$ cat src/rtl/assert_macros.svh
// assertion macros shared by the rtl files
`ifndef ASSERT_MACROS_SVH
`define ASSERT_MACROS_SVH

// condition must hold at every clock edge outside reset
`define ASSERT_ALWAYS(label, cond) \
   label: assert property (@(posedge clock) disable iff (reset) (cond)) \
      else $error("assertion failed: invariant");

// implication checked against the clock, outside reset
`define ASSERT_IMPLY(label, prop) \
   label: assert property (@(posedge clock) disable iff (reset) prop) \
      else $error("assertion failed: implication");

`endif

$ cat src/rtl/stcls_pkg.sv
// types, constants and character class functions of the token classifier
package stcls_pkg;

   localparam int MAX_TOKEN_LENGTH_DEF = 255;
   localparam int OUT_LEN_W            = 8;
   localparam int OUT_LEN_MAX          = 255;
   localparam int RSP_QUEUE_DEPTH      = 4;
   localparam int RSP_QUEUE_CNT_W      = 3;

   localparam logic [7:0] CH_TAB    = 8'h09;
   localparam logic [7:0] CH_LF     = 8'h0A;
   localparam logic [7:0] CH_CR     = 8'h0D;
   localparam logic [7:0] CH_SPACE  = 8'h20;
   localparam logic [7:0] CH_QUOTE  = 8'h27;
   localparam logic [7:0] CH_OPEN   = 8'h28;
   localparam logic [7:0] CH_CLOSE  = 8'h29;
   localparam logic [7:0] CH_PLUS   = 8'h2B;
   localparam logic [7:0] CH_COMMA  = 8'h2C;
   localparam logic [7:0] CH_MINUS  = 8'h2D;
   localparam logic [7:0] CH_DOT    = 8'h2E;
   localparam logic [7:0] CH_SLASH  = 8'h2F;
   localparam logic [7:0] CH_SEMI   = 8'h3B;

   typedef enum logic [3:0] {
      KIND_DOT    = 4'd0,
      KIND_COMMA  = 4'd1,
      KIND_OPEN   = 4'd2,
      KIND_CLOSE  = 4'd3,
      KIND_QUOTE  = 4'd4,
      KIND_NUMBER = 4'd5,
      KIND_SYMBOL = 4'd6,
      KIND_BAD    = 4'd7,
      KIND_END    = 4'd8
   } kind_type;

   typedef struct packed {
      logic [7:0] char_byte;
      logic       end_of_input;
   } req_type;

   typedef struct packed {
      kind_type              token_kind;
      logic [OUT_LEN_W-1:0]  token_length;
      logic                  last_of_run;
   } rsp_type;

   // results of one item, compacted: count is 0, 1 or 2
   typedef struct packed {
      logic [1:0] count;
      rsp_type    first;
      rsp_type    second;
   } res_pair_type;

   function automatic logic is_digit(input logic [7:0] c);
      return (c >= 8'h30) && (c <= 8'h39);
   endfunction

   function automatic logic is_alnum(input logic [7:0] c);
      return is_digit(c) || ((c >= 8'h61) && (c <= 8'h7A)) ||
             ((c >= 8'h41) && (c <= 8'h5A));
   endfunction

   // c-locale whitespace: space, tab, lf, vt, ff, cr
   function automatic logic is_space(input logic [7:0] c);
      return (c == CH_SPACE) || ((c >= CH_TAB) && (c <= CH_CR));
   endfunction

   function automatic logic is_delim(input logic [7:0] c);
      return (c == CH_OPEN) || (c == CH_DOT) || (c == CH_COMMA) ||
             (c == CH_SEMI) || (c == CH_CLOSE) || (c == CH_LF);
   endfunction

   function automatic logic is_trim(input logic [7:0] c);
      return (c == CH_SPACE) || (c == CH_TAB) || (c == CH_CR);
   endfunction

   function automatic logic is_single(input logic [7:0] c);
      return (c == CH_DOT) || (c == CH_COMMA) || (c == CH_OPEN) ||
             (c == CH_CLOSE) || (c == CH_QUOTE);
   endfunction

   function automatic kind_type single_kind(input logic [7:0] c);
      kind_type k;
      unique case (c)
         CH_DOT:   k = KIND_DOT;
         CH_COMMA: k = KIND_COMMA;
         CH_OPEN:  k = KIND_OPEN;
         CH_CLOSE: k = KIND_CLOSE;
         default:  k = KIND_QUOTE;
      endcase
      return k;
   endfunction

endpackage

$ cat src/rtl/stcls_lexer.sv
// lexer state and per-byte token logic
`include "assert_macros.svh"

module stcls_lexer #(
   parameter int MAX_TOKEN_LENGTH = stcls_pkg::MAX_TOKEN_LENGTH_DEF
) (
   input  logic                    clock,
   input  logic                    reset,
   input  logic                    fire,
   input  stcls_pkg::req_type      item,
   output stcls_pkg::res_pair_type res
);

   localparam int LEN_W = $clog2(MAX_TOKEN_LENGTH + 1);
   localparam int EXT_W = (LEN_W > stcls_pkg::OUT_LEN_W) ? LEN_W : stcls_pkg::OUT_LEN_W;

   typedef enum logic [1:0] {
      MODE_IDLE,
      MODE_RUN,
      MODE_COMMENT
   } mode_type;

   mode_type         mode_ff, mode_in;
   logic [LEN_W-1:0] kept_ff, kept_in;
   logic [LEN_W-1:0] pend_ff, pend_in;
   logic             tabcr_ff, tabcr_in;
   logic             sign_ff, sign_in;
   logic             digit_ff, digit_in;
   logic             num_ok_ff, num_ok_in;
   logic             sym_ok_ff, sym_ok_in;

   logic [7:0]       c;
   logic [LEN_W:0]   kept_sum, pend_sum;
   logic [LEN_W-1:0] kept_sat, pend_sat;
   logic [EXT_W-1:0] kept_ext;
   stcls_pkg::rsp_type run_tok, end_tok, single_tok;
   stcls_pkg::rsp_type first, second;
   logic [1:0]       n;

   assign c = item.char_byte;

   assign kept_sum = (LEN_W+1)'(kept_ff) + (LEN_W+1)'(pend_ff) + (LEN_W+1)'(1);
   assign pend_sum = (LEN_W+1)'(pend_ff) + (LEN_W+1)'(1);
   assign kept_sat = (kept_sum > (LEN_W+1)'(MAX_TOKEN_LENGTH)) ?
                     LEN_W'(MAX_TOKEN_LENGTH) : kept_sum[LEN_W-1:0];
   assign pend_sat = (pend_sum > (LEN_W+1)'(MAX_TOKEN_LENGTH)) ?
                     LEN_W'(MAX_TOKEN_LENGTH) : pend_sum[LEN_W-1:0];
   assign kept_ext = EXT_W'(kept_ff);

   always_comb begin
      run_tok.last_of_run = 1'b0;
      run_tok.token_length = (kept_ext > EXT_W'(stcls_pkg::OUT_LEN_MAX)) ?
                             stcls_pkg::OUT_LEN_W'(stcls_pkg::OUT_LEN_MAX) :
                             kept_ext[stcls_pkg::OUT_LEN_W-1:0];
      priority if (num_ok_ff && digit_ff) begin
         run_tok.token_kind = stcls_pkg::KIND_NUMBER;
      end else if (sym_ok_ff) begin
         run_tok.token_kind = stcls_pkg::KIND_SYMBOL;
      end else begin
         run_tok.token_kind = stcls_pkg::KIND_BAD;
      end
   end

   assign end_tok    = '{token_kind: stcls_pkg::KIND_END, token_length: '0,
                         last_of_run: 1'b0};
   assign single_tok = '{token_kind: stcls_pkg::single_kind(c),
                         token_length: stcls_pkg::OUT_LEN_W'(1), last_of_run: 1'b0};

   always_comb begin
      mode_in   = mode_ff;
      kept_in   = kept_ff;
      pend_in   = pend_ff;
      tabcr_in  = tabcr_ff;
      sign_in   = sign_ff;
      digit_in  = digit_ff;
      num_ok_in = num_ok_ff;
      sym_ok_in = sym_ok_ff;
      first     = run_tok;
      second    = end_tok;
      n         = 2'd0;

      if (item.end_of_input) begin
         if (mode_ff == MODE_RUN) begin
            first = run_tok;
            n     = 2'd2;
         end else begin
            first = end_tok;
            n     = 2'd1;
         end
         mode_in   = MODE_IDLE;
         kept_in   = '0;
         pend_in   = '0;
         tabcr_in  = 1'b0;
         sign_in   = 1'b0;
         digit_in  = 1'b0;
         num_ok_in = 1'b0;
         sym_ok_in = 1'b0;
      end else begin
         unique case (mode_ff)
            MODE_RUN: begin
               priority if (stcls_pkg::is_delim(c)) begin
                  // flush the run, then treat the delimiter as an idle byte
                  first     = run_tok;
                  n         = 2'd1;
                  mode_in   = MODE_IDLE;
                  kept_in   = '0;
                  pend_in   = '0;
                  tabcr_in  = 1'b0;
                  sign_in   = 1'b0;
                  digit_in  = 1'b0;
                  num_ok_in = 1'b0;
                  sym_ok_in = 1'b0;
                  if (stcls_pkg::is_single(c)) begin
                     second = single_tok;
                     n      = 2'd2;
                  end else if (c == stcls_pkg::CH_SEMI) begin
                     mode_in = MODE_COMMENT;
                  end
               end else if (stcls_pkg::is_trim(c)) begin
                  pend_in = pend_sat;
                  if (c != stcls_pkg::CH_SPACE) begin
                     tabcr_in = 1'b1;
                  end
               end else begin
                  kept_in   = kept_sat;
                  pend_in   = '0;
                  tabcr_in  = 1'b0;
                  digit_in  = digit_ff | stcls_pkg::is_digit(c);
                  num_ok_in = num_ok_ff && (pend_ff == '0) && stcls_pkg::is_digit(c);
                  sym_ok_in = sym_ok_ff && !tabcr_ff &&
                              (stcls_pkg::is_alnum(c) || (c == stcls_pkg::CH_SLASH));
               end
            end
            MODE_COMMENT: begin
               if (c == stcls_pkg::CH_LF) begin
                  mode_in = MODE_IDLE;
               end
            end
            default: begin
               priority if (stcls_pkg::is_space(c)) begin
                  mode_in = MODE_IDLE;
               end else if (stcls_pkg::is_single(c)) begin
                  first = single_tok;
                  n     = 2'd1;
               end else if (c == stcls_pkg::CH_SEMI) begin
                  mode_in = MODE_COMMENT;
               end else begin
                  mode_in   = MODE_RUN;
                  kept_in   = LEN_W'(1);
                  pend_in   = '0;
                  tabcr_in  = 1'b0;
                  sign_in   = (c == stcls_pkg::CH_PLUS) || (c == stcls_pkg::CH_MINUS);
                  digit_in  = stcls_pkg::is_digit(c);
                  num_ok_in = (c == stcls_pkg::CH_PLUS) || (c == stcls_pkg::CH_MINUS) ||
                              stcls_pkg::is_digit(c);
                  sym_ok_in = stcls_pkg::is_alnum(c) || (c == stcls_pkg::CH_SLASH);
               end
            end
         endcase
      end
   end

   always_comb begin
      res.first              = first;
      res.second             = second;
      res.first.last_of_run  = (n == 2'd1);
      res.second.last_of_run = 1'b1;
      res.count              = fire ? n : 2'd0;
   end

   always_ff @(posedge clock) begin
      if (reset) begin
         mode_ff   <= MODE_IDLE;
         kept_ff   <= '0;
         pend_ff   <= '0;
         tabcr_ff  <= 1'b0;
         sign_ff   <= 1'b0;
         digit_ff  <= 1'b0;
         num_ok_ff <= 1'b0;
         sym_ok_ff <= 1'b0;
      end else if (fire) begin
         mode_ff   <= mode_in;
         kept_ff   <= kept_in;
         pend_ff   <= pend_in;
         tabcr_ff  <= tabcr_in;
         sign_ff   <= sign_in;
         digit_ff  <= digit_in;
         num_ok_ff <= num_ok_in;
         sym_ok_ff <= sym_ok_in;
      end
   end

   // end mark always closes with an end token and leaves the lexer idle
   `ASSERT_IMPLY(a_end_last_kind, (fire && item.end_of_input) |-> ((n == 2'd1) ? (first.token_kind == stcls_pkg::KIND_END) : (second.token_kind == stcls_pkg::KIND_END)))
   `ASSERT_IMPLY(a_end_goes_idle, (fire && item.end_of_input) |=> (mode_ff == MODE_IDLE) && (kept_ff == '0))

endmodule

$ cat src/rtl/stcls_rsp_queue.sv
// small shifting result queue, takes up to two items per cycle
`include "assert_macros.svh"

module stcls_rsp_queue (
   input  logic                    clock,
   input  logic                    reset,
   input  stcls_pkg::res_pair_type push,
   input  logic                    pop,
   output stcls_pkg::rsp_type      head,
   output logic                    nonempty,
   output logic                    room
);

   localparam int DEPTH = stcls_pkg::RSP_QUEUE_DEPTH;
   localparam int CNT_W = stcls_pkg::RSP_QUEUE_CNT_W;

   stcls_pkg::rsp_type slot_ff [DEPTH];
   stcls_pkg::rsp_type slot_in [DEPTH];
   logic [CNT_W-1:0]   count_ff, count_in;
   logic [CNT_W-1:0]   base;

   assign base     = count_ff - CNT_W'(pop);
   assign count_in = base + CNT_W'(push.count);
   assign head     = slot_ff[0];
   assign nonempty = (count_ff != '0);
   assign room     = (count_ff <= CNT_W'(DEPTH - 2));

   always_comb begin
      for (int i = 0; i < DEPTH - 1; i++) begin
         slot_in[i] = pop ? slot_ff[i+1] : slot_ff[i];
      end
      slot_in[DEPTH-1] = slot_ff[DEPTH-1];
      for (int i = 0; i < DEPTH; i++) begin
         if ((push.count != 2'd0) && (base == CNT_W'(i))) begin
            slot_in[i] = push.first;
         end
         if ((push.count == 2'd2) && (base + CNT_W'(1) == CNT_W'(i))) begin
            slot_in[i] = push.second;
         end
      end
   end

   always_ff @(posedge clock) begin
      for (int i = 0; i < DEPTH; i++) begin
         slot_ff[i] <= slot_in[i];
      end
   end

   always_ff @(posedge clock) begin
      if (reset) begin
         count_ff <= '0;
      end else begin
         count_ff <= count_in;
      end
   end

   `ASSERT_IMPLY(a_push_has_room, (push.count != 2'd0) |-> (count_ff <= CNT_W'(DEPTH - 2)))
   `ASSERT_ALWAYS(a_count_bound, (count_ff <= CNT_W'(DEPTH)) && (push.count != 2'd3))

endmodule

$ cat src/rtl/sexpr_token_classifier_top.sv
// s-expression token classifier: top level with input register and result queue
// path: an accepted item is held in the input register until the result queue has room for
//   two results; the lexer then classifies it and the results are registered in the queue
// throughput: one item per cycle while the queue has room; an item with two results sends
//   two tokens, and the four-entry result queue buffers them, stalling input when it lacks room
// reset: synchronous, active high; lexer returns to idle between tokens, input
//   register and result queue empty
`include "assert_macros.svh"

module sexpr_token_classifier_top #(
   parameter int MAX_TOKEN_LENGTH = stcls_pkg::MAX_TOKEN_LENGTH_DEF
) (
   input  logic               clock,
   input  logic               reset,
   input  logic               req_valid,
   output logic               req_ready,
   input  stcls_pkg::req_type req_item,
   output logic               rsp_valid,
   input  logic               rsp_ready,
   output stcls_pkg::rsp_type rsp_item
);

   // input register, holds one item for the lexer
   logic               in_valid_ff, in_valid_in;
   stcls_pkg::req_type in_item_ff, in_item_in;

   // lexer handshake: consume the held item when the queue can take two results
   logic                    queue_room;
   logic                    lexer_fire;
   stcls_pkg::res_pair_type lexer_res;
   logic                    rsp_pop;

   assign lexer_fire = in_valid_ff && queue_room;
   // register frees up in the same cycle the lexer consumes it
   assign req_ready  = !in_valid_ff || lexer_fire;
   assign rsp_pop    = rsp_valid && rsp_ready;

   always_comb begin
      in_valid_in = in_valid_ff;
      in_item_in  = in_item_ff;
      if (req_valid && req_ready) begin
         in_valid_in = 1'b1;
         in_item_in  = req_item;
      end else if (lexer_fire) begin
         in_valid_in = 1'b0;
      end
   end

   always_ff @(posedge clock) begin
      if (reset) begin
         in_valid_ff <= 1'b0;
      end else begin
         in_valid_ff <= in_valid_in;
      end
   end

   // payload register, no reset needed
   always_ff @(posedge clock) begin
      in_item_ff <= in_item_in;
   end

   // per-byte classification and run state
   stcls_lexer #(
      .MAX_TOKEN_LENGTH(MAX_TOKEN_LENGTH)
   ) u_lexer (
      .clock(clock),
      .reset(reset),
      .fire (lexer_fire),
      .item (in_item_ff),
      .res  (lexer_res)
   );

   // result queue, output side reads its head register
   stcls_rsp_queue u_rsp_queue (
      .clock   (clock),
      .reset   (reset),
      .push    (lexer_res),
      .pop     (rsp_pop),
      .head    (rsp_item),
      .nonempty(rsp_valid),
      .room    (queue_room)
   );

   // a held item that the lexer did not take must still be there next cycle
   `ASSERT_IMPLY(a_held_item_kept, (in_valid_ff && !lexer_fire && !reset) |=> (in_valid_ff && $stable(in_item_ff)))

endmodule

$ cat config.mk
export PLATFORM = sky130hd
export DESIGN_NAME = sexpr_token_classifier_top
export DESIGN_NICKNAME = d
export VERILOG_FILES = /design/src/rtl/stcls_pkg.sv /design/src/rtl/stcls_lexer.sv /design/src/rtl/stcls_rsp_queue.sv /design/src/rtl/sexpr_token_classifier_top.sv
export VERILOG_INCLUDE_DIRS = /design/src /design/src/rtl
export SDC_FILE = /design/constraint.sdc
export NUM_CORES = 1
export LEC_CHECK = 0
export BUFFER_PORTS_ARGS = -buffer_cell sky130_fd_sc_hd__buf_2
export CAP_MARGIN = 5
export CORE_ASPECT_RATIO = 1.25
export CORE_MARGIN = 2
export CORE_UTILIZATION = 55
export CTS_CLUSTER_DIAMETER = 30
export DETAILED_ROUTE_END_ITERATION = 10
export PLACE_DENSITY = 0.75
export SKIP_LAST_GASP = 1
export SYNTH_ARGS = -nofsm -noshare
export SYNTH_HDL_FRONTEND = slang
export SYNTH_HIERARCHICAL = 1
export SYNTH_SLANG_ARGS = --single-unit
$ cat constraint.sdc
create_clock -name clock -period 3.9 [get_ports clock]
set_input_delay 0.78 -clock clock [delete_from_list [all_inputs] [get_ports clock]]
set_output_delay 0.78 -clock clock [all_outputs]
set_load 0.01 [all_outputs]
==> results of run 1 <==
synth_stat cells, drive strengths merged (5+ instances only):
cell type   n
o22ai       5
a21oi      27
o31ai      39
nor4       17
edfxtp     61
xnor2       9
and2       10
nand3      12
nor2       19
nor3       38
nand2      27
dfxtp      26
inv        18
or3         7
a31oi      47
nor2b      10
o211ai      8
nand4      46
buf        32
o21ai      21
ha         16
nand2b     10
a211oi      5
clkbuf     37
mux2       14
power breakdown:
part / switching [mW] / total (mW) / internal [mW]
Sequential: 0.0959 / 1.38 / 1.29
Combinational: 1.27 / 1.73 / 0.459
Clock: 0.339 / 0.963 / 0.625
Total: 1.70 / 4.07 / 2.37
kinds of logic after synthesis:
| kind of cell | Yosys count | share of synthesized area |
|---|---|---|
| compound gates | 185 | 0.2205 |
| other cells | 2 | 0.001247 |
| fa+ha+maj | 18 | 0.03989 |
| simple gates | 220 | 0.2242 |
| buf+inv | 87 | 0.07106 |
| mux | 15 | 0.03407 |
| xor+xnor | 11 | 0.01849 |
| flops | 87 | 0.3906 |
layer usage:
metal / wire length, um / share of wire / global-route usage
met5: 0 / 0 / 0
met4: 557 / 0.038 / 0.1102
met3: 760 / 0.051 / 0.04263
met2: 7550 / 0.51 / 0.4513
met1: 5960 / 0.40 / 0.3138
path summary, 6_finish.rpt:
kind | startpoint | end | slack [ns] | depth (start not counted)
hold reg to reg | u_lexer/kept_ext[5] | u_lexer/kept_ext[5] | 0.50 | 2
hold / removal | u_lexer/kept_ext[5] | u_lexer/kept_ext[5] | 0.50 | 2
setup reg to reg | in_item_ff[6] | u_rsp_queue/slot_ff[3][3] | 0.30 | 10
setup / recovery | in_item_ff[6] | u_rsp_queue/slot_ff[3][3] | 0.30 | 10
cells in the final DEF, fill, tap and decap left out, types with 17 or more instances in the layout:
cell type and count:
a21oi_1 22, a31oi_1 46, buf_2 27, buf_4 18, dfxtp_1 26, edfxtp_1 61, nand2_1 26, nand4_1 45
nor2_1 17, nor3_1 33, nor4_1 17, o31ai_1 39
through the flow:
step	worst slack (ns)	hold WS [ns]	power, mW	utilization	cell area [um^2]
after floorplan	0.2254	0.4583	2.675	-	6048
after global placement	0.3882	0.4728	3.061	0.5798	6155
after detailed placement	0.2340	0.4837	3.102	0.5798	6155
after CTS	0.2059	0.4919	4.069	0.6109	6485
after global routing	0.05239	0.5187	4.304	0.6112	6487
final	0.2990	0.4961	4.074	0.6112	6487
what timing repair did:
item                       CTS  global route
hold buffers                 0             0
gates resized for setup      0             1
setup endpoints to repair    0            13
final cells by class:
cell class | count | area (um^2)
Inverter | 18 | 67.56
Clock inverter | 4 | 93.84
Fill cell | 868 | 4128
Timing Repair Buffer | 45 | 270.3
Tap cell | 132 | 165.2
Multi-Input combinational cell | 458 | 3302
Sequential cell | 87 | 2352
Clock buffer | 12 | 236.5
worst max-delay path, stage by stage (launching register included):
cell	delay (ns)
edfxtp_1	0.66
nor4b_1	0.39
a31oi_1	0.08
o311a_1	0.35
nand2_1	0.09
a21oi_1	0.07
o21a_1	0.32
nand3b_4	0.32
or3_1	0.51
buf_4	0.25
mux2_4	0.30
registers in the layout (all words and copies together), names as in the netlist:
| register | count |
|---|---|
| u_rsp_queue/slot_ff | 52 |
| in_item_ff | 9 |
| u_lexer/kept_ext | 8 |
| u_lexer/pend_ff | 8 |
| u_rsp_queue/count_ff | 3 |
| u_lexer/mode_ff | 2 |
| in_valid_ff | 1 |
| u_lexer/digit_ff | 1 |
| u_lexer/num_ok_ff | 1 |
| u_lexer/sym_ok_ff | 1 |
| u_lexer/tabcr_ff | 1 |
==> results.ini, run 1 <==
[layout]
finalNonFillerCells=756
drive_gt1_frac=0.1667
fin_nets=650
syn_to_final_growth_pct=7.729
n_antenna_cell=0

[yosys]
synth_cell_types=88
avgSynthCellArea_um2=9.635
ys_top_cells_by_area=edfxtp_1, dfxtp_1, o31ai_1, a31oi_1, nand4_1
synth_edf_count=61
ys_ff_latch=87
async_flop_share=0
yosys.area.top_type=edfxtp_1
ys.flop_type=edfxtp_1
seq_area_frac_synth=0.3906
yosysTopAreaCellShare=0.3042
yosys_warnings=6
postSynthCellCount=625
syn_area_um2=6022

[power_and_ir_drop]
p_per_area_nw_per_um2=628.0
p_leak_nw=2.196
irDropWorstVdd_mv=0.3572

[timing]
fin_crit_sh=0.9233
slew-limit-headroom=0.2456
fin_tns_setup_ns=0
worst_pin_slew_ns=1.129
finalCriticalPeriod_ns=3.601
slew_viol_final=0
hold_viol=0
rsz0062_at_grt=no
fin_skew_ns=0.003795
max_freq_mhz=277.7
finalSetupViolations=0

[global_route]
grt_pass1_vias=4951
grt_max_degree=41
grt_util_all_layers=0.2576
antenna_found_initial=0
grt_pass1_wl_um=24820
grt_overflow=0

[hold_path]
hp-class=flip-flop to flip-flop

[critical_path]
cp_max_fo=15
worstPathRequired_ns=3.99
critPathKind=flip-flop to flip-flop
startpoint_type=flip-flop
crit_arrival_ns=3.69
critical_path.endpoint_type=flip-flop

[drt]
wire_per_inst_um=19.62
via_count=5157
drtAntennaViolNets=0
first_pass_iters=5
via_per_inst=6.821
drtIter0Drc=305
drt_wl_total_um=14830
drc=0

[floorplanning]
die-height_um=121.0
ios=28
die_x_um=97.59
coreArea_um2=10620
start_util=0.5673
fp-row-count=42
die_area_um2=11810

[place]
place_congestion=0.9348
portBuffers=27
post-dp-hpwl_um=10520
placed_cells=740

[clocking]
clk_pin_slew_ns=0.06
cts_setup_buffers=0
cts.htree.levels=3
clock_sinks=87
cts_made_buffers=9
tritoncts=yes
clock-root-buffer=clkbuf_16
clock_path_buffers=2
clk_latency_ns=0.34

[run]
drv_cap=0

[status]
status=finished, final reports clean

Power figures use the tool's default switching activity.
==> run 2: changes to the inputs <==
--- a/config.mk
+++ b/config.mk
@@ -6,14 +6,14 @@
 export SDC_FILE = /design/constraint.sdc
 export NUM_CORES = 1
 export LEC_CHECK = 0
-export BUFFER_PORTS_ARGS = -buffer_cell sky130_fd_sc_hd__buf_2
 export CAP_MARGIN = 5
 export CORE_ASPECT_RATIO = 1.25
 export CORE_MARGIN = 2
 export CORE_UTILIZATION = 55
 export CTS_CLUSTER_DIAMETER = 30
 export DETAILED_ROUTE_END_ITERATION = 10
-export PLACE_DENSITY = 0.75
+export DONT_BUFFER_PORTS = 1
+export PLACE_DENSITY = 0.73
 export SKIP_LAST_GASP = 1
 export SYNTH_ARGS = -nofsm -noshare
 export SYNTH_HDL_FRONTEND = slang
==> results.ini, run 2 (synthesized netlist as in run 1, its figures left out) <==
[status]
status=finished, final reports clean  ; unchanged

[power_and_ir_drop]
p_per_area_nw_per_um2=635.3  ; was 628.0 nW/um^2
seqPwrFrac=0.351  ; was 0.340
p_sw_mw=1.750  ; was 1.702 mW
p_int_mw=2.297  ; was 2.372 mW
irDropWorstVdd_mv=0.3746  ; was 0.3572 mV
power_mw=4.047  ; was 4.074 mW
pwr-share-clk=0.234  ; was 0.236
power_frac_comb=0.414  ; was 0.424
p_leak_nw=2.099  ; was 2.196 nW
swShare=0.4324  ; was 0.4179

[critical_path]
critPathMostFrequentCell=nand2_1
critPathKind=flip-flop to flip-flop  ; unchanged
worstPathRequired_ns=3.88  ; was 3.99 ns
reg2reg_slack_ns=0.30  ; about the same
crit_arrival_ns=3.59  ; was 3.69 ns
critPathTopFamily=simple AND/OR/NAND/NOR gates  ; unchanged
cp_max_fo=14  ; was 15
critical_path.endpoint_type=flip-flop  ; unchanged
critical_path_buf_inv_count=0  ; was 1
startpoint_type=flip-flop  ; unchanged
cpMaxStageDelayCell=edfxtp_1  ; unchanged
crit_chain=nor4b_1 -> a31oi_1 -> o311a_1 -> nand2_1 -> a21oi_1 -> o21a_1 -> or4b_4 -> nand2b_4 -> nand2_1  ; was nor4b_1 -> a31oi_1 -> o311a_1 -> nand2_1 -> a21oi_1 -> o21a_1 -> nand3b_4 -> or3_1 -> buf_4 -> mux2_4
max_stage_delay_ns=0.65  ; was 0.66 ns

[layout]
syn_to_final_growth_pct=5.797  ; was 7.729%
fill_cells=906  ; was 868
n_antenna_cell=0  ; unchanged
final_common_cell=edfxtp_1  ; unchanged
largest_registers=u_rsp_queue/slot_ff (52), in_item_ff (9)  ; unchanged
final_cell_mix=edfxtp_1, a31oi_1, nand4_1  ; unchanged
largest_register_ffs=52  ; unchanged
fin_util=0.6002  ; was 0.6112
design_area_um2=6371  ; was 6487 um^2
drive_gt1_frac=0.1383  ; was 0.1667
fin_nets=626  ; was 650
largest_register=u_rsp_queue/slot_ff  ; unchanged

[drt]
via_count=5129  ; was 5157
first_pass_iters=5  ; unchanged
drt_wl_total_um=15060  ; was 14830 um
via_per_inst=7.007  ; was 6.821
drtAntennaViolNets=0  ; unchanged
drc=0  ; unchanged
wire_per_inst_um=20.57  ; was 19.62 um
drtIter0Drc=378  ; was 305

[clocking]
clk_pin_slew_ns=0.07  ; was 0.06 ns
clock_sinks=87  ; unchanged
clock-root-buffer=clkbuf_16  ; unchanged
tritoncts=yes  ; unchanged
cts.htree.levels=3  ; unchanged
cts_setup_buffers=0  ; unchanged
hold_buffers=0  ; unchanged
post_cts_resized=0  ; unchanged
cts_made_buffers=9  ; unchanged
clk_latency_ns=0.35  ; was 0.34 ns
clock_path_buffers=2  ; unchanged

[floorplanning]
fp-row-count=42  ; unchanged
start_util=0.5673  ; unchanged
ios=28  ; unchanged
die-height_um=121.0  ; unchanged
die_x_um=97.59  ; unchanged
die_area_um2=11810  ; unchanged
coreArea_um2=10620  ; unchanged

[timing]
rsz0062_at_grt=no  ; unchanged
fin_skew_ns=0.006168  ; was 0.003795 ns
hold_ws_ns=0.4936  ; was 0.4961 ns
slew-limit-headroom=0.2005  ; was 0.2456
fin_tns_setup_ns=0  ; unchanged
worst_pin_slew_ns=1.199  ; was 1.129 ns
fin_crit_sh=0.9237  ; was 0.9233
finalSetupViolations=0  ; unchanged
hold_viol=0  ; unchanged
max_freq_mhz=277.6  ; was 277.7 MHz
slew_viol_final=0  ; unchanged
finalCriticalPeriod_ns=3.602  ; was 3.601 ns

[hold_path]
hp-class=input pin to flip-flop  ; was flip-flop to flip-flop

[global_route]
grt_util_all_layers=0.2591  ; was 0.2576
antenna_found_initial=0  ; unchanged
grt_overflow=0  ; unchanged
grt_pass1_wl_um=25170  ; was 24820 um
grt_max_degree=43  ; was 41
grt_pass1_vias=5078  ; was 4951

[place]
placed_area_um2=6042  ; was 6155 um^2
portBuffers=0  ; was 27
post-dp-hpwl_um=10530  ; was 10520 um
place_congestion=0.9379  ; was 0.9348

[run]
drv_cap=0  ; unchanged

[run 2: layout make-up]
| class | instances | area [um^2] | area share |
|---|---|---|---|
| Clock buffer | 9 | 225.2 | 0.03535 |
| Clock inverter | 7 | 103.9 | 0.01630 |
| Inverter | 18 | 67.56 | 0.01060 |
| Multi-Input combinational cell | 458 | 3299 | 0.5179 |
| Sequential cell | 87 | 2352 | 0.3692 |
| Tap cell | 132 | 165.2 | 0.02592 |
| Timing Repair Buffer | 21 | 157.7 | 0.02474 |
[run 2: layer usage]
| layer | vias to the layer above | GRT usage | part of all wire |
|---|---|---|---|
| li1 | 2378 | - | - |
| met1 | 2477 | 0.3088 | 0.39 |
| met2 | 236 | 0.4677 | 0.53 |
| met3 | 38 | 0.03168 | 0.054 |
| met4 | 0 | 0.1155 | 0.031 |
| met5 | - | 0 | 0 |
[run 2: power by group through the flow]
stage          Combinational, mW  Clock, mW  Sequential, mW
5_1_grt                     1.81       1.01            1.44
3_5_place_dp                1.64          0            1.45
2_1_floorplan               1.28          0            1.40
6_report                    1.68      0.948            1.42
4_1_cts                     1.65      0.959            1.43
3_3_place_gp                1.59          0            1.43
[run 2: worst paths after layout]
kind                        from                   endpoint  depth (start not counted)
max                in_item_ff[6]  u_rsp_queue/slot_ff[0][6]                          9
min                        reset                in_valid_ff                          1
max reg2reg        in_item_ff[6]  u_rsp_queue/slot_ff[0][6]                          9
min reg2reg  u_lexer/kept_ext[3]        u_lexer/kept_ext[3]                          2
[run 2: stage by stage]
stage	setup slack, ns	cells
2_1_floorplan	0.2254	632
3_3_place_gp	0.4884	716
3_5_place_dp	0.3415	716
4_1_cts	0.3271	732
5_1_grt	0.06222	732
6_report	0.2976	732
==> run 3: changes to the inputs <==
--- a/config.mk
+++ b/config.mk
@@ -14,6 +14,7 @@
 export DETAILED_ROUTE_END_ITERATION = 10
 export DONT_BUFFER_PORTS = 1
 export PLACE_DENSITY = 0.73
+export REMOVE_ABC_BUFFERS = 1
 export SKIP_LAST_GASP = 1
 export SYNTH_ARGS = -nofsm -noshare
 export SYNTH_HDL_FRONTEND = slang
==> results.ini, run 3 (synthesized netlist as in run 1, its figures left out) <==
[clocking]
clock_path_buffers=2  ; unchanged
clk_pin_slew_ns=0.06  ; was 0.07 ns
cts_made_buffers=9  ; unchanged
hold_buffers=0  ; unchanged
clock_sinks=87  ; unchanged
cts.htree.levels=3  ; unchanged
cts_setup_buffers=0  ; unchanged
tritoncts=yes  ; unchanged
clock-root-buffer=clkbuf_16  ; unchanged
clk_latency_ns=0.34  ; was 0.35 ns
post_cts_resized=0  ; unchanged

[timing]
rsz0062_at_grt=no  ; unchanged
setup_slack_ns=0.2372  ; was 0.2976 ns
slew-limit-headroom=0.2541  ; was 0.2005
finalCriticalPeriod_ns=3.663  ; was 3.602 ns
hold_ws_ns=0.4858  ; was 0.4936 ns
fin_skew_ns=0.008596  ; was 0.006168 ns
hold_viol=0  ; unchanged
fin_crit_sh=0.9392  ; was 0.9237
max_freq_mhz=273.0  ; was 277.6 MHz
slew_viol_final=0  ; unchanged
finalSetupViolations=0  ; unchanged
worst_pin_slew_ns=1.119  ; was 1.199 ns

[power_and_ir_drop]
p_leak_nw=2.076  ; was 2.099 nW
p_per_area_nw_per_um2=609.6  ; was 635.3 nW/um^2
power_mw=3.842  ; was 4.047 mW
irDropWorstVdd_mv=0.3361  ; was 0.3746 mV

[floorplanning]
fp-row-count=42  ; unchanged
die-height_um=121.0  ; unchanged
die_x_um=97.59  ; unchanged
start_util=0.5673  ; unchanged
coreArea_um2=10620  ; unchanged
die_area_um2=11810  ; unchanged
ios=28  ; unchanged

[layout]
final_common_cell=edfxtp_1  ; unchanged
largest_register=u_rsp_queue/slot_ff  ; unchanged
largest_register_ffs=52  ; unchanged
largest_registers=u_rsp_queue/slot_ff (52), in_item_ff (9)  ; unchanged
design_area_um2=6304  ; was 6371 um^2
syn_to_final_growth_pct=4.675  ; was 5.797%
final_cell_mix=edfxtp_1, a31oi_1, nand4_1  ; unchanged
fin_nets=625  ; was 626
drive_gt1_frac=0.1319  ; was 0.1383
n_antenna_cell=0  ; unchanged
fill_cells=895  ; was 906

[drt]
drt_wl_total_um=14270  ; was 15060 um
drc=0  ; unchanged
drtIter0Drc=380  ; was 378
via_per_inst=6.895  ; was 7.007
drtAntennaViolNets=0  ; unchanged
wire_per_inst_um=19.52  ; was 20.57 um
first_pass_iters=7  ; was 5
via_count=5040  ; was 5129

[place]
pre_cts_ws_ns=0.2752  ; was 0.3415 ns
place_congestion=0.8873  ; was 0.9379
portBuffers=0  ; unchanged
post-dp-hpwl_um=10180  ; was 10530 um
placed_area_um2=6035  ; was 6042 um^2

[global_route]
grt_util_all_layers=0.2439  ; was 0.2591
grt_max_degree=53  ; was 43
antenna_found_initial=0  ; unchanged
grt_pass1_vias=4885  ; was 5078
grt_pass1_wl_um=23540  ; was 25170 um
grt_overflow=0  ; unchanged

[critical_path]
worstPathRequired_ns=3.88  ; about the same
critical_path.endpoint_type=flip-flop  ; unchanged
startpoint_type=flip-flop  ; unchanged
cp_max_fo=14  ; unchanged
max_stage_delay_ns=0.69  ; was 0.65 ns
crit_chain=buf_4 -> mux2i_1 -> nand4_1 -> nand3_1 -> nand4bb_1 -> a21oi_1 -> o21a_1 -> or4b_4 -> nand2b_4 -> nand2_1  ; was nor4b_1 -> a31oi_1 -> o311a_1 -> nand2_1 -> a21oi_1 -> o21a_1 -> or4b_4 -> nand2b_4 -> nand2_1
critPathKind=flip-flop to flip-flop  ; unchanged
crit_arrival_ns=3.64  ; was 3.59 ns
cpMaxStageDelayCell=or4b_4  ; was edfxtp_1

[status]
status=finished, final reports clean  ; unchanged

[hold_path]
hp-class=flip-flop to flip-flop  ; was input pin to flip-flop

[run]
drv_cap=0  ; unchanged

-- run 3: layout make-up --
type	instances	area, um^2	share of cell area
clock inverter	4	22.52	0.003573
sequential	87	2352	0.3732
tap	132	165.2	0.02620
clock buffer	12	246.5	0.03910
multi-input combinational	458	3299	0.5234
timing repair buffer	20	150.1	0.02382
inverter	18	67.56	0.01072
-- run 3: per-layer routing --
metal / GRT usage / part of all wire / up-vias
li1: - / - / 2379
met1: 0.2928 / 0.40 / 2357
met2: 0.4297 / 0.51 / 256
met3: 0.03399 / 0.055 / 48
met4: 0.1189 / 0.035 / 0
met5: 0 / 0 / -
-- run 3: final timing paths --
| check | start | to | slack [ns] | depth (start not counted) |
|---|---|---|---|---|
| max | in_item_ff[3] | u_rsp_queue/slot_ff[0][8] | 0.24 | 10 |
| min | u_lexer/mode_ff[1] | u_lexer/mode_ff[1] | 0.49 | 2 |
| max reg2reg | in_item_ff[3] | u_rsp_queue/slot_ff[0][8] | 0.24 | 10 |
| min reg2reg | u_lexer/mode_ff[1] | u_lexer/mode_ff[1] | 0.49 | 2 |
-- run 3: critical path: cells and delay by family, from the launching register on --
family / cells / cell delay [ns]
AOI/OAI and AO/OA: 2 / 0.39
buffers and inverters: 1 / 0.23
DFF: 1 / 0.50
muxes: 1 / 0.13
and+or+nand+nor: 6 / 2.04
-- run 3: per-stage QoR --
| stage | cells | setup TNS (ns) | util |
|---|---|---|---|
| after floorplan | 563 | -11.62 | - |
| after global placement | 715 | 0 | 0.5685 |
| after detailed placement | 715 | 0 | 0.5685 |
| after CTS | 731 | 0 | 0.5938 |
| after global routing | 731 | 0 | 0.5938 |
| final | 731 | 0 | 0.5938 |
-- run 3: report_power, final --
| group | internal, mW | switching, mW |
|---|---|---|
| registers | 1.29 | 0.127 |
| clock network | 0.446 | 0.340 |
| logic | 0.425 | 1.21 |
| total | 2.16 | 1.68 |
